<file path="src/cose_pkg.sv">
`timescale 1ns / 1ps

package cose_pkg;

	// operation classes produced by the front decoder
	localparam logic [3:0] OP_NONE   = 4'd0;
	localparam logic [3:0] OP_LD_BC  = 4'd1;
	localparam logic [3:0] OP_INC_BC = 4'd2;
	localparam logic [3:0] OP_INC_B  = 4'd3;
	localparam logic [3:0] OP_DEC_B  = 4'd4;
	localparam logic [3:0] OP_LD_B   = 4'd5;
	localparam logic [3:0] OP_RLCA   = 4'd6;
	localparam logic [3:0] OP_ADD_HL = 4'd7;
	localparam logic [3:0] OP_DEC_BC = 4'd8;
	localparam logic [3:0] OP_INC_C  = 4'd9;
	localparam logic [3:0] OP_DEC_C  = 4'd10;

	// opcode bytes of the supported subset
	localparam logic [7:0] OPC_NOP    = 8'h00;
	localparam logic [7:0] OPC_LD_BC  = 8'h01;
	localparam logic [7:0] OPC_INC_BC = 8'h03;
	localparam logic [7:0] OPC_INC_B  = 8'h04;
	localparam logic [7:0] OPC_DEC_B  = 8'h05;
	localparam logic [7:0] OPC_LD_B   = 8'h06;
	localparam logic [7:0] OPC_RLCA   = 8'h07;
	localparam logic [7:0] OPC_ADD_HL = 8'h09;
	localparam logic [7:0] OPC_DEC_BC = 8'h0B;
	localparam logic [7:0] OPC_INC_C  = 8'h0C;
	localparam logic [7:0] OPC_DEC_C  = 8'h0D;

	// register values after reset
	localparam logic [7:0]  RST_ACC   = 8'h01;
	localparam logic [3:0]  RST_FLAGS = 4'hB;
	localparam logic [7:0]  RST_B     = 8'h00;
	localparam logic [7:0]  RST_C     = 8'h13;
	localparam logic [7:0]  RST_H     = 8'h01;
	localparam logic [7:0]  RST_L     = 8'h4D;
	localparam logic [15:0] RST_PC    = 16'h0100;

	// bit positions inside the upper flag nibble
	localparam int FLAG_Z = 3;
	localparam int FLAG_N = 2;
	localparam int FLAG_H = 1;
	localparam int FLAG_C = 0;

	// queue depth between front and back
	localparam int QDEPTH = 2;
	localparam int QPTR_W = $clog2(QDEPTH);
	localparam int QCNT_W = $clog2(QDEPTH + 1);

	// one decoded request
	typedef struct packed {
		logic [3:0] op;
		logic [1:0] pc_inc;
		logic       unsup;
		logic [7:0] imm_lo;
		logic [7:0] imm_hi;
	} dec_item_t;

	// queue status seen by both sides
	typedef struct packed {
		logic full;
		logic empty;
	} q_status_t;

endpackage

</file>
<file path="src/cpu_opcode_subset_execute.sv">
// an accepted request is written into the queue, then executed into the result registers once the result slot is free
// throughput: one request per cycle while the receiver keeps out_ready high
// a two-entry queue between decode and execute absorbs output stalls
// reset: asynchronous, active low; registers return to their power-on values,
// program counter to 0x0100, queue and result slot empty
`timescale 1ns / 1ps

module cpu_opcode_subset_execute (
	input  logic        clk,
	input  logic        arst_n,
	input  logic        in_valid,
	output logic        in_ready,
	input  logic [7:0]  opcode,
	input  logic [7:0]  imm_lo,
	input  logic [7:0]  imm_hi,
	output logic        out_valid,
	input  logic        out_ready,
	output logic [15:0] pc_out,
	output logic [7:0]  acc_out,
	output logic [7:0]  flags_out,
	output logic [7:0]  reg_b_out,
	output logic [7:0]  reg_c_out,
	output logic [7:0]  reg_h_out,
	output logic [7:0]  reg_l_out,
	output logic        unsupported
);
	import cose_pkg::*;

	q_status_t q_status;
	dec_item_t push_item;
	dec_item_t head_item;
	logic      push;
	logic      pop;

	// front: accept and classify
	cose_decode u_decode (
		.in_valid  (in_valid),
		.in_ready  (in_ready),
		.opcode    (opcode),
		.imm_lo    (imm_lo),
		.imm_hi    (imm_hi),
		.q_status  (q_status),
		.push      (push),
		.push_item (push_item)
	);

	// decoupling queue
	cose_queue u_queue (
		.clk       (clk),
		.arst_n    (arst_n),
		.push      (push),
		.push_item (push_item),
		.pop       (pop),
		.head_item (head_item),
		.q_status  (q_status)
	);

	// back: execute and hold the result
	cose_execute u_execute (
		.clk         (clk),
		.arst_n      (arst_n),
		.q_status    (q_status),
		.head_item   (head_item),
		.pop         (pop),
		.out_valid   (out_valid),
		.out_ready   (out_ready),
		.pc_out      (pc_out),
		.acc_out     (acc_out),
		.flags_out   (flags_out),
		.reg_b_out   (reg_b_out),
		.reg_c_out   (reg_c_out),
		.reg_h_out   (reg_h_out),
		.reg_l_out   (reg_l_out),
		.unsupported (unsupported)
	);

endmodule

</file>
<file path="src/cose_decode.sv">
`timescale 1ns / 1ps

module cose_decode (
	input  logic                in_valid,
	output logic                in_ready,
	input  logic [7:0]          opcode,
	input  logic [7:0]          imm_lo,
	input  logic [7:0]          imm_hi,
	input  cose_pkg::q_status_t q_status,
	output logic                push,
	output cose_pkg::dec_item_t push_item
);
	import cose_pkg::*;

	// take a request whenever the queue has room
	assign in_ready = !q_status.full;
	assign push     = in_valid && !q_status.full;

	// classify the opcode and fix the instruction length
	always_comb begin
		push_item.imm_lo = imm_lo;
		push_item.imm_hi = imm_hi;
		push_item.pc_inc = 2'd1;
		push_item.unsup  = 1'b0;
		push_item.op     = OP_NONE;
		case (opcode)
			OPC_NOP: begin
				push_item.op = OP_NONE;
			end
			OPC_LD_BC: begin
				push_item.op     = OP_LD_BC;
				push_item.pc_inc = 2'd3;
			end
			OPC_INC_BC: push_item.op = OP_INC_BC;
			OPC_INC_B:  push_item.op = OP_INC_B;
			OPC_DEC_B:  push_item.op = OP_DEC_B;
			OPC_LD_B: begin
				push_item.op     = OP_LD_B;
				push_item.pc_inc = 2'd2;
			end
			OPC_RLCA:   push_item.op = OP_RLCA;
			OPC_ADD_HL: push_item.op = OP_ADD_HL;
			OPC_DEC_BC: push_item.op = OP_DEC_BC;
			OPC_INC_C:  push_item.op = OP_INC_C;
			OPC_DEC_C:  push_item.op = OP_DEC_C;
			default: begin
				push_item.op    = OP_NONE;
				push_item.unsup = 1'b1;
			end
		endcase
	end

endmodule

</file>
<file path="src/cose_queue.sv">
`timescale 1ns / 1ps

module cose_queue (
	input  logic                clk,
	input  logic                arst_n,
	input  logic                push,
	input  cose_pkg::dec_item_t push_item,
	input  logic                pop,
	output cose_pkg::dec_item_t head_item,
	output cose_pkg::q_status_t q_status
);
	import cose_pkg::*;

	dec_item_t          mem_q [QDEPTH];
	logic [QPTR_W-1:0]  wr_ptr_q;
	logic [QPTR_W-1:0]  rd_ptr_q;
	logic [QCNT_W-1:0]  count_q;

	assign q_status.full  = (count_q == QCNT_W'(QDEPTH));
	assign q_status.empty = (count_q == '0);
	assign head_item      = mem_q[rd_ptr_q];

	// entry storage
	always_ff @(posedge clk) begin
		if (push) begin
			mem_q[wr_ptr_q] <= push_item;
		end
	end

	// pointers and fill count
	always_ff @(posedge clk or negedge arst_n) begin
		if (!arst_n) begin
			wr_ptr_q <= '0;
			rd_ptr_q <= '0;
			count_q  <= '0;
		end else begin
			if (push) begin
				wr_ptr_q <= (wr_ptr_q == QPTR_W'(QDEPTH - 1)) ? '0 : wr_ptr_q + 1'b1;
			end
			if (pop) begin
				rd_ptr_q <= (rd_ptr_q == QPTR_W'(QDEPTH - 1)) ? '0 : rd_ptr_q + 1'b1;
			end
			if (push && !pop) begin
				count_q <= count_q + 1'b1;
			end else if (pop && !push) begin
				count_q <= count_q - 1'b1;
			end
		end
	end

endmodule

</file>
<file path="src/cose_execute.sv">
`timescale 1ns / 1ps

module cose_execute (
	input  logic                clk,
	input  logic                arst_n,
	input  cose_pkg::q_status_t q_status,
	input  cose_pkg::dec_item_t head_item,
	output logic                pop,
	output logic                out_valid,
	input  logic                out_ready,
	output logic [15:0]         pc_out,
	output logic [7:0]          acc_out,
	output logic [7:0]          flags_out,
	output logic [7:0]          reg_b_out,
	output logic [7:0]          reg_c_out,
	output logic [7:0]          reg_h_out,
	output logic [7:0]          reg_l_out,
	output logic                unsupported
);
	import cose_pkg::*;

	// architectural state, which is also the visible result
	logic [7:0]  acc_q;
	logic [3:0]  flags_q;
	logic [7:0]  b_q;
	logic [7:0]  c_q;
	logic [7:0]  h_q;
	logic [7:0]  l_q;
	logic [15:0] pc_q;
	logic        unsup_q;
	logic        out_valid_q;

	logic [7:0]  acc_d;
	logic [3:0]  flags_d;
	logic [7:0]  b_d;
	logic [7:0]  c_d;
	logic [7:0]  h_d;
	logic [7:0]  l_d;
	logic [15:0] bc_step;
	logic [16:0] hl_sum;
	logic [12:0] half_sum;
	logic [7:0]  r8;

	// execute the head request once the result slot is free or draining
	assign pop = !q_status.empty && (!out_valid_q || out_ready);

	// 16-bit datapath for pair ops
	assign bc_step  = (head_item.op == OP_DEC_BC) ? ({b_q, c_q} - 16'd1) : ({b_q, c_q} + 16'd1);
	assign hl_sum   = {1'b0, h_q, l_q} + {1'b0, b_q, c_q};
	assign half_sum = {1'b0, h_q[3:0], l_q} + {1'b0, b_q[3:0], c_q};

	// next state per operation class
	always_comb begin
		acc_d   = acc_q;
		flags_d = flags_q;
		b_d     = b_q;
		c_d     = c_q;
		h_d     = h_q;
		l_d     = l_q;
		r8      = '0;
		case (head_item.op)
			OP_LD_BC: begin
				c_d = head_item.imm_lo;
				b_d = head_item.imm_hi;
			end
			OP_INC_BC, OP_DEC_BC: begin
				b_d = bc_step[15:8];
				c_d = bc_step[7:0];
			end
			OP_INC_B: begin
				r8             = b_q + 8'd1;
				b_d            = r8;
				flags_d[FLAG_H] = (b_q[3:0] == 4'hF);
				flags_d[FLAG_N] = 1'b0;
				flags_d[FLAG_Z] = (r8 == 8'd0);
			end
			OP_DEC_B: begin
				r8             = b_q - 8'd1;
				b_d            = r8;
				flags_d[FLAG_H] = (b_q[3:0] == 4'h0);
				flags_d[FLAG_N] = 1'b1;
				flags_d[FLAG_Z] = (r8 == 8'd0);
			end
			OP_INC_C: begin
				r8             = c_q + 8'd1;
				c_d            = r8;
				flags_d[FLAG_H] = (c_q[3:0] == 4'hF);
				flags_d[FLAG_N] = 1'b0;
				flags_d[FLAG_Z] = (r8 == 8'd0);
			end
			OP_DEC_C: begin
				r8             = c_q - 8'd1;
				c_d            = r8;
				flags_d[FLAG_H] = (c_q[3:0] == 4'h0);
				flags_d[FLAG_N] = 1'b1;
				flags_d[FLAG_Z] = (r8 == 8'd0);
			end
			OP_LD_B: begin
				b_d = head_item.imm_lo;
			end
			OP_RLCA: begin
				acc_d   = {acc_q[6:0], acc_q[7]};
				flags_d = {3'b000, acc_q[7]};
			end
			OP_ADD_HL: begin
				h_d             = hl_sum[15:8];
				l_d             = hl_sum[7:0];
				flags_d[FLAG_H] = half_sum[12];
				flags_d[FLAG_C] = hl_sum[16];
				flags_d[FLAG_N] = 1'b0;
			end
			default: begin
				acc_d = acc_q;
			end
		endcase
	end

	// state and result slot
	always_ff @(posedge clk or negedge arst_n) begin
		if (!arst_n) begin
			acc_q       <= RST_ACC;
			flags_q     <= RST_FLAGS;
			b_q         <= RST_B;
			c_q         <= RST_C;
			h_q         <= RST_H;
			l_q         <= RST_L;
			pc_q        <= RST_PC;
			unsup_q     <= 1'b0;
			out_valid_q <= 1'b0;
		end else begin
			if (pop) begin
				acc_q       <= acc_d;
				flags_q     <= flags_d;
				b_q         <= b_d;
				c_q         <= c_d;
				h_q         <= h_d;
				l_q         <= l_d;
				pc_q        <= pc_q + {14'd0, head_item.pc_inc};
				unsup_q     <= head_item.unsup;
				out_valid_q <= 1'b1;
			end else if (out_ready) begin
				out_valid_q <= 1'b0;
			end
		end
	end

	assign out_valid   = out_valid_q;
	assign pc_out      = pc_q;
	assign acc_out     = acc_q;
	assign flags_out   = {flags_q, 4'h0};
	assign reg_b_out   = b_q;
	assign reg_c_out   = c_q;
	assign reg_h_out   = h_q;
	assign reg_l_out   = l_q;
	assign unsupported = unsup_q;

endmodule

</file>
<file path="config.mk">
export PLATFORM = sky130hd
export DESIGN_NAME = cpu_opcode_subset_execute
export DESIGN_NICKNAME = d
export VERILOG_FILES = /design/src/cose_pkg.sv /design/src/cpu_opcode_subset_execute.sv /design/src/cose_decode.sv /design/src/cose_queue.sv /design/src/cose_execute.sv
export SDC_FILE = /design/constraint.sdc
export NUM_CORES = 1
export LEC_CHECK = 0
export BUFFER_PORTS_ARGS = -buffer_cell sky130_fd_sc_hd__buf_2
export CAP_MARGIN = 40
export CORE_MARGIN = 8
export CORE_UTILIZATION = 47
export DETAILED_ROUTE_END_ITERATION = 10
export GPL_TIMING_DRIVEN = 0
export HOLD_SLACK_MARGIN = 0.06
export PLACE_DENSITY = 0.68
export SLEW_MARGIN = 20
export SYNTH_ARGS = -nofsm -noshare
export SYNTH_HDL_FRONTEND = slang
export SYNTH_SLANG_ARGS = --single-unit
</file>
<file path="constraint.sdc">
create_clock -name clk -period 10.7 [get_ports clk]
set_clock_uncertainty 0.05 [all_clocks]
set_input_delay 0.535 -clock clk [delete_from_list [all_inputs] [get_ports clk]]
set_output_delay 0.535 -clock clk [all_outputs]
set_load 0.1 [all_outputs]
</file>
==> summary.md, run 1 <==
| Metric | Value |
|---|---|
| Sum Neg Setup Slack | 0 ns |
| Number of buffers added by the clock tree synthesis step | 9 |
| Launch point of the critical path | u_queue.rd_ptr_q |
| Avg WL per Cell | 19.5 µm |
| Reg-to-reg slack, setup | 6.76 ns |
| Antenna viol nets, final | 0 |
| Mean number of vias per cell | 6.04 |
| Row Count | 45 |
| All-Layer GR Usage | 20.8% |
| Peak fanout along the critical path | 10 |
| Post-synthesis sequential element count | 112 |
| Maximum frequency from static timing analysis | 254 MHz |
| Post-place instance area | 8130 µm² |
| Initial cell density of the core | 48.2% |
| Slew at the pin with the worst max-slew slack | 0.855 ns |
| Area of the core | 15,300 µm² |
| Endpoint of the worst hold path | u_queue.mem_q[0][0] |
| Share of synthesized flip-flops with an asynchronous set or reset | 58.9% |
| Number of antenna violations at the first check in global routing | 0 |
| Syn Inst Count | 753 |
| Half-perimeter wire length of the detailed placement result | 15.7 mm |
| Post-detailed-routing wire length | 21.0 mm |
| Area share of the largest cell type after synthesis | 18.8% |
| Worst hold path startpoint | imm_hi[0] |
| N_diodes | 0 |
| Top-level port count | 95 |
| Violation count after the first detailed-route iteration | 729 |
| Cell taking the most area after synthesis | sky130_fd_sc_hd__edfxtp_1 |
| Top_reg_cell synth | sky130_fd_sc_hd__dfrtp_1 |
| Number of distinct library cell variants in the gate-level netlist after synthesis | 83 |
| Via count of the first global-routing pass | 6,163 |
| Area grow syn2layout | 14.7% |
| Number of cells on the worst hold path | 1 |
| Port bufs | 88 |
| Fraction of layout cells with a size suffix above 1 | 20.9% |
| Setup repair after global routing missed its margin | no |
| Number of enable-type register cells in the synthesized netlist | 46 |
| CTS tree | built |
| Type of the most critical hold path | in2reg |
| Period Utilization, post-route | 36.8% |
| Arrival time of data at the critical path endpoint | 4.17 ns |
| Largest cells by area after synthesis | sky130_fd_sc_hd__edfxtp_1 (19%), sky130_fd_sc_hd__dfrtp_1 (18%), sky130_fd_sc_hd__ha_1 (4.9%), sky130_fd_sc_hd__dfstp_2 (4.6%), sky130_fd_sc_hd__xnor2_1 (3.3%) |
| First-pass iteration count of the detailed router | 6 |
| Crit. End Element | flop |
| Buffers inserted by post-CTS timing repair | 0 |
| Die outline height | 141 µm |
| Max-cap viol count | 0 |
| Total setup violations reported at the end of the flow | 0 |
| Depth of the most critical reg-to-reg path | 10 |
| Required time of the critical path | 10.93 ns |
| Number of warnings printed during yosys synthesis | 0 |
| Most frequent standard cell in the layout excluding fill and tap cells | sky130_fd_sc_hd__buf_2 |
| Final period demand of the worst path | 3.94 ns |
| Final standard cell area without fillers | 8440 µm² |
| Overall via count from detail_route | 6,491 |
| First-pass GRT wire length | 33.0 mm |
| Overflow left after global routing | 0 |
| Final Hold Fails | 0 |
| Total number of clock tree sinks | 112 |
| Clock transition at the register clock pins on the worst setup and hold paths after CTS | 0.09 ns |
| Worst reg2reg startpoint | u_queue.rd_ptr_q |
| Worst slew margin | 42.6% |
| Residual DRC | 0 |
| Worst setup SP type | flop |
| Clock root buffer | sky130_fd_sc_hd__clkbuf_16 |
| FF-to-FF End | u_execute.reg_b_out[4] |
| Type of the worst setup path | reg2reg |
| Most frequent cells in the layout | sky130_fd_sc_hd__buf_2 (98), sky130_fd_sc_hd__nand2_1 (65), sky130_fd_sc_hd__nor2_1 (55) |
| Pin count of the biggest net entering global routing | 42 |
| Width of the die | 141 µm |
| CTS H-tree lvls | 3 |
| Clock latency on the worst-skew pair | 0.37 ns |
| Weighted congestion reported at the end of routability-driven placement | 0.988 |
| Share of synthesized area occupied by flip-flops and latches | 41.4% |
| Area enclosed by the die boundary | 19,900 µm² |
| Post-layout nets | 918 |
| Post-synthesis instance area | 7360 µm² |
| Longest Clk Path Bufs | 2 |
| Post-Synthesis Mean Instance Area | 9.77 µm² |
| Number of max-slew violations in the final report | 0 |
| Run status | complete, no violations |
## stage by stage
step / util (%) / hold slack, ns / instances / setup slack, ns
after floorplan: - / 0.189 / 756 / 7.29
after global placement: 52.9 / 0.403 / 1055 / 6.83
after detailed placement: 53.3 / 0.408 / 1058 / 6.82
after CTS: 55.3 / 0.298 / 1075 / 6.80
after global routing: 55.3 / 0.295 / 1075 / 6.63
final: 55.3 / 0.303 / 1075 / 6.76
## critical path, cell delays in order (launching register included)
cell and delay (ns):
sky130_fd_sc_hd__dfrtp_1 0.38, sky130_fd_sc_hd__buf_6 0.14, sky130_fd_sc_hd__or3b_4 0.41, sky130_fd_sc_hd__a211oi_4 0.66
sky130_fd_sc_hd__xnor2_1 0.14, sky130_fd_sc_hd__ha_1 0.31, sky130_fd_sc_hd__or4_1 0.63, sky130_fd_sc_hd__or3_4 0.46
sky130_fd_sc_hd__o32ai_2 0.30, sky130_fd_sc_hd__a221oi_1 0.12, sky130_fd_sc_hd__o2bb2ai_1 0.23
## area by class of cell
class | count | area, µm²
inverter | 19 | 71.3
clock inverter | 6 | 53.8
buffer | 46 | 224
multi-input combinational | 579 | 4030
tap | 211 | 264
clock buffer | 10 | 250
timing repair buffer | 92 | 503
fill | 1444 | 6820
sequential | 112 | 3050
## repair_timing
action                     CTS  global route
gates resized for setup      0             0
hold endpoints to repair    19             0
setup endpoints to repair    0             0
hold buffers                 1             0
## registers in the layout (all words and copies together), names as in the netlist
signal                 count
u_execute.reg_c_out        8
u_execute.pc_out          16
u_queue.mem_q             46
u_execute.acc_out          8
u_queue.count_q            2
u_execute.flags_q          4
u_queue.rd_ptr_q           1
u_execute.reg_h_out        8
u_execute.unsupported      1
u_execute.reg_l_out        8
u_execute.out_valid        1
u_queue.wr_ptr_q           1
u_execute.reg_b_out        8
## routing by layer
metal / wire (µm) / vias up / GRT usage [%]
met4: 551 / 0 / 7.69
met2: 9570 / 307 / 33.4
li1: - / 3044 / -
met5: 0 / - / 0
met1: 9090 / 3091 / 26.5
met3: 1800 / 49 / 5.40
## Yosys cell counts, types with 4 or more instances
master and instances:
sky130_fd_sc_hd__dfrtp_1 53, sky130_fd_sc_hd__xor2_1 18, sky130_fd_sc_hd__nor3_1 20, sky130_fd_sc_hd__nor2b_1 10
sky130_fd_sc_hd__ha_1 29, sky130_fd_sc_hd__mux2i_1 19, sky130_fd_sc_hd__nor3b_1 6, sky130_fd_sc_hd__o2bb2ai_1 8
sky130_fd_sc_hd__a221oi_1 4, sky130_fd_sc_hd__a211oi_1 5, sky130_fd_sc_hd__o21ai_0 36, sky130_fd_sc_hd__nor2_1 56
sky130_fd_sc_hd__mux2_2 16, sky130_fd_sc_hd__o22ai_1 10, sky130_fd_sc_hd__xnor2_1 28, sky130_fd_sc_hd__a31oi_1 12
sky130_fd_sc_hd__a21o_1 5, sky130_fd_sc_hd__buf_2 11, sky130_fd_sc_hd__nand3b_1 6, sky130_fd_sc_hd__and4_1 4
sky130_fd_sc_hd__clkbuf_1 25, sky130_fd_sc_hd__dfstp_2 13, sky130_fd_sc_hd__o21a_1 5, sky130_fd_sc_hd__nand3_1 29
sky130_fd_sc_hd__nand4_1 9, sky130_fd_sc_hd__and3_1 12, sky130_fd_sc_hd__a21oi_1 42, sky130_fd_sc_hd__a2111oi_0 4
sky130_fd_sc_hd__inv_1 19, sky130_fd_sc_hd__o311ai_0 4, sky130_fd_sc_hd__edfxtp_1 46, sky130_fd_sc_hd__o211ai_1 5
sky130_fd_sc_hd__nand2_1 65, sky130_fd_sc_hd__nand2b_1 5, sky130_fd_sc_hd__or3_1 7, sky130_fd_sc_hd__nor4_1 11
sky130_fd_sc_hd__or4_1 5, sky130_fd_sc_hd__o221a_2 5, sky130_fd_sc_hd__buf_4 4, sky130_fd_sc_hd__o32ai_1 6
## worst max-delay path by stage
stage,end,slack (ns)
floorplan,u_execute.pc_out[14],7.29
global placement,u_execute.reg_b_out[4],6.83
detailed placement,u_execute.reg_c_out[6],6.82
CTS,u_execute.reg_c_out[6],6.80
global route,u_execute.reg_c_out[6],6.63
finish,u_execute.reg_b_out[4],6.76
## cell families after synthesis
family / Yosys count / synth area share (%)
and+or+nand+nor: 261 / 18.3
muxes: 37 / 5.65
xor gates and xnor gates: 46 / 5.48
other: 1 / 0.0510
AOI/OAI and AO/OA: 200 / 19.6
DFF: 112 / 41.4
adders and majority gates: 31 / 5.48
buffers and inverters: 65 / 4.01
Power of run 1 is left out: the tool's default activity adds up to more than one toggle a clock period on the data nets, which glitch-free logic cannot reach.
==> run 2: changes to the inputs <==
--- a/config.mk
+++ b/config.mk
@@ -5,6 +5,7 @@
 export SDC_FILE = /design/constraint.sdc
 export NUM_CORES = 1
 export LEC_CHECK = 0
+export ABC_AREA = 1
 export BUFFER_PORTS_ARGS = -buffer_cell sky130_fd_sc_hd__buf_2
 export CAP_MARGIN = 40
 export CORE_MARGIN = 8
==> constraint.sdc (replaced) <==
create_clock -name clk -period 3.85 [get_ports clk]
set_clock_uncertainty 0.05 [all_clocks]
set_input_delay 0.1925 -clock clk [delete_from_list [all_inputs] [get_ports clk]]
set_output_delay 0.1925 -clock clk [all_outputs]
set_load 0.1 [all_outputs]
==> summary.md, run 2 <==
| Metric | Value |
|---|---|
| Run status | complete, no violations |
| Number of flip-flops in the largest register | 46 |
| Number of cells on the worst hold path | 3 |
| Area grow syn2layout | 16.9% |
| Largest cells by area after synthesis | sky130_fd_sc_hd__edfxtp_1 (19%), sky130_fd_sc_hd__dfrtp_1 (18%), sky130_fd_sc_hd__nand2_1 (14%), sky130_fd_sc_hd__ha_1 (4.9%), sky130_fd_sc_hd__inv_1 (4.8%) |
| Worst slew margin | 54.7% |
| Number of antenna violations at the first check in global routing | 0 |
| Cell taking the most area after synthesis | sky130_fd_sc_hd__edfxtp_1 |
| FF-to-FF End | u_execute.pc_out[14] |
| N_diodes | 0 |
| Overflow left after global routing | 0 |
| Via count of the first global-routing pass | 6,256 |
| Endpoint of the worst hold path | u_queue.mem_q[0][22] |
| Sum Neg Setup Slack | 0 ns |
| Standard cell with the maximum stage delay on the critical path | sky130_fd_sc_hd__dfrtp_1 |
| Mean number of vias per cell | 5.18 |
| Depth of the most critical reg-to-reg path | 14 |
| All-Layer GR Usage | 20.0% |
| Post-detailed-routing wire length | 19.6 mm |
| Slack of the critical path | 0.408 ns |
| Final Hold Fails | 0 |
| Residual DRC | 0 |
| Total of hold buffers inserted after clock tree synthesis | 18 |
| Required time of the critical path | 4.05 ns |
| Top-level port count | 95 |
| Buffers inserted by post-CTS timing repair | 0 |
| Worst hold path startpoint | opcode[3] |
| Slew at the pin with the worst max-slew slack | 0.678 ns |
| Hold slack | 0.216 ns |
| Post-synthesis sequential element count | 112 |
| Area of the core | 15,600 µm² |
| First-pass GRT wire length | 31.8 mm |
| Number of buffers added by the clock tree synthesis step | 9 |
| Port bufs | 89 |
| Clock transition at the register clock pins on the worst setup and hold paths after CTS | 0.08 ns |
| Syn Inst Count | 935 |
| Top cells by instance count after synthesis | sky130_fd_sc_hd__nand2_1 (268), sky130_fd_sc_hd__inv_1 (94), sky130_fd_sc_hd__nor2_1 (71) |
| Clock latency on the worst-skew pair | 0.36 ns |
| Library cell with the highest instance count after synthesis | sky130_fd_sc_hd__nand2_1 |
| First-pass iteration count of the detailed router | 6 |
| Number of warnings printed during yosys synthesis | 0 |
| Number of enable-type register cells in the synthesized netlist | 46 |
| Cells along the critical path | clkbuf_1 -> clkbuf_1 -> nand2_1 -> nand2_1 -> ha_1 -> inv_1 -> fa_1 -> nor2_1 -> nand3_1 -> nor2_1 -> nand4_1 -> nor2_1 -> nand3_1 -> xnor2_1 |
| Area enclosed by the die boundary | 20,000 µm² |
| Post-synthesis instance area | 7390 µm² |
| Half-perimeter wire length of the detailed placement result | 15.4 mm |
| Fraction of layout cells with a size suffix above 1 | 17.3% |
| Row Count | 46 |
| Final period demand of the worst path | 3.44 ns |
| Post-Synthesis Mean Instance Area | 7.90 µm² |
| Total number of clock tree sinks | 112 |
| Worst reg2reg startpoint | u_queue.rd_ptr_q |
| Worst setup SP type | flop |
| Period Utilization, post-route | 89.4% |
| Pin count of the biggest net entering global routing | 37 |
| Weighted congestion reported at the end of routability-driven placement | 0.961 |
| Share of synthesized area occupied by flip-flops and latches | 41.3% |
| Setup repair after global routing missed its margin | no |
| Max-cap viol count | 0 |
| Largest register by flop count | u_queue.mem_q |
| Violation count after the first detailed-route iteration | 388 |
| Post-layout nets | 1,116 |
| Type of the most critical hold path | in2reg |
| Most frequent standard cell in the layout excluding fill and tap cells | sky130_fd_sc_hd__nand2_1 |
| Top_reg_cell synth | sky130_fd_sc_hd__dfrtp_1 |
| Peak fanout along the critical path | 10 |
| Post-Route Utilization | 55.4% |
| Width of the die | 141 µm |
| Setup WS pre-CTS | 0.442 ns |
| Crit. End Element | flop |
| Crit path max-delay family | simple AND/OR/NAND/NOR gates |
| Number of max-slew violations in the final report | 0 |
| Type of the worst setup path | reg2reg |
| Avg WL per Cell | 15.4 µm |
| Longest Clk Path Bufs | 2 |
| Max stage delay on crit path | 0.46 ns |
| Share of synthesized flip-flops with an asynchronous set or reset | 58.9% |
| # resized after CTS | 0 |
| Maximum frequency from static timing analysis | 291 MHz |
| CTS H-tree lvls | 3 |
| Total setup violations reported at the end of the flow | 0 |
| Die outline height | 141 µm |
| CTS tree | built |
| Clock root buffer | sky130_fd_sc_hd__clkbuf_16 |
| Initial cell density of the core | 47.4% |
| Crit path top cell by count | sky130_fd_sc_hd__nor2_1 |
| Overall via count from detail_route | 6,623 |
| Reg-to-reg slack, setup | 0.41 ns |
| Most frequent cells in the layout | sky130_fd_sc_hd__nand2_1 (268), sky130_fd_sc_hd__inv_1 (94), sky130_fd_sc_hd__buf_2 (91) |
| Antenna viol nets, final | 0 |
| Arrival time of data at the critical path endpoint | 3.64 ns |
| Count of buffer and inverter cells on the critical path | 3 |
| Area share of the largest cell type after synthesis | 18.7% |
| Number of distinct library cell variants in the gate-level netlist after synthesis | 55 |
## run 2: cell types whose count changed after synthesis, moves of 12 or more
cell | before | now
sky130_fd_sc_hd__nand2_1 | 65 | 268
sky130_fd_sc_hd__inv_1 | 19 | 94
sky130_fd_sc_hd__nand3_1 | 29 | 70
sky130_fd_sc_hd__xnor2_1 | 28 | 8
sky130_fd_sc_hd__xor2_1 | 18 | 38
sky130_fd_sc_hd__mux2i_1 | 19 | 2
sky130_fd_sc_hd__nor2_1 | 56 | 71
sky130_fd_sc_hd__and3_1 | 12 | 0
## run 2: worst max path at each step
| stage | startpoint | slack [ns] | to | cells past startpoint |
|---|---|---|---|---|
| after floorplan | u_queue.rd_ptr_q | 0.87 | u_execute.pc_out[14] | 14 |
| after global placement | u_queue.rd_ptr_q | 0.47 | u_execute.pc_out[14] | 14 |
| after detailed placement | u_queue.rd_ptr_q | 0.44 | u_execute.pc_out[14] | 14 |
| after CTS | u_queue.rd_ptr_q | 0.36 | u_execute.pc_out[14] | 14 |
| after global routing | u_queue.rd_ptr_q | 0.1 | u_execute.pc_out[14] | 14 |
| final | u_queue.rd_ptr_q | 0.41 | u_execute.pc_out[14] | 14 |
## run 2: logic make-up (layout without fill, tap and decap cells)
family | count (synthesis) | count (layout) | synth area share [%]
AOI/OAI and AO/OA | 125 | 125 | 10.2
xor gates and xnor gates | 46 | 46 | 5.45
adders and majority gates | 31 | 31 | 5.45
buffers and inverters | 132 | 256 | 7.67
DFF | 112 | 112 | 41.3
muxes | 8 | 8 | 1.19
other | 1 | 4 | 0.0508
and+or+nand+nor | 480 | 480 | 28.7
## run 2: stage by stage
step	instances	instance area, µm²
2_1_floorplan	938	7400
3_3_place_gp	1243	8110
3_5_place_dp	1244	8150
4_1_cts	1278	8630
5_1_grt	1278	8630
6_report	1278	8630
## run 2: worst reg2reg max path: stages (launching register included)
cell                       delay (ns)
sky130_fd_sc_hd__dfrtp_1         0.46
sky130_fd_sc_hd__clkbuf_1        0.45
sky130_fd_sc_hd__clkbuf_1        0.37
sky130_fd_sc_hd__nand2_1         0.08
sky130_fd_sc_hd__nand2_1         0.08
sky130_fd_sc_hd__ha_1            0.16
sky130_fd_sc_hd__inv_1           0.06
sky130_fd_sc_hd__fa_1            0.37
sky130_fd_sc_hd__nor2_1          0.20
sky130_fd_sc_hd__nand3_1         0.17
sky130_fd_sc_hd__nor2_1          0.26
sky130_fd_sc_hd__nand4_1         0.17
sky130_fd_sc_hd__nor2_1          0.20
sky130_fd_sc_hd__nand3_1         0.11
sky130_fd_sc_hd__xnor2_1         0.13
## run 2: layout make-up
class	count	area, µm²
buffer	31	188
clock buffer	9	225
clock inverter	7	78.8
fill	1463	6960
inverter	101	379
multi-input combinational	694	3800
sequential	112	3050
tap	216	270
timing repair buffer	108	648
## run 2: metal layers
| metal | GRT usage (%) | vias to the layer above | share of wire (%) |
|---|---|---|---|
| met5 | 0 | - | 0 |
| met4 | 6.39 | 0 | 1.9 |
| met3 | 4.50 | 31 | 6.6 |
| met2 | 32.9 | 216 | 47 |
| met1 | 25.5 | 3039 | 45 |
| li1 | - | 3337 | - |
Power of run 2 is left out for the same reason.
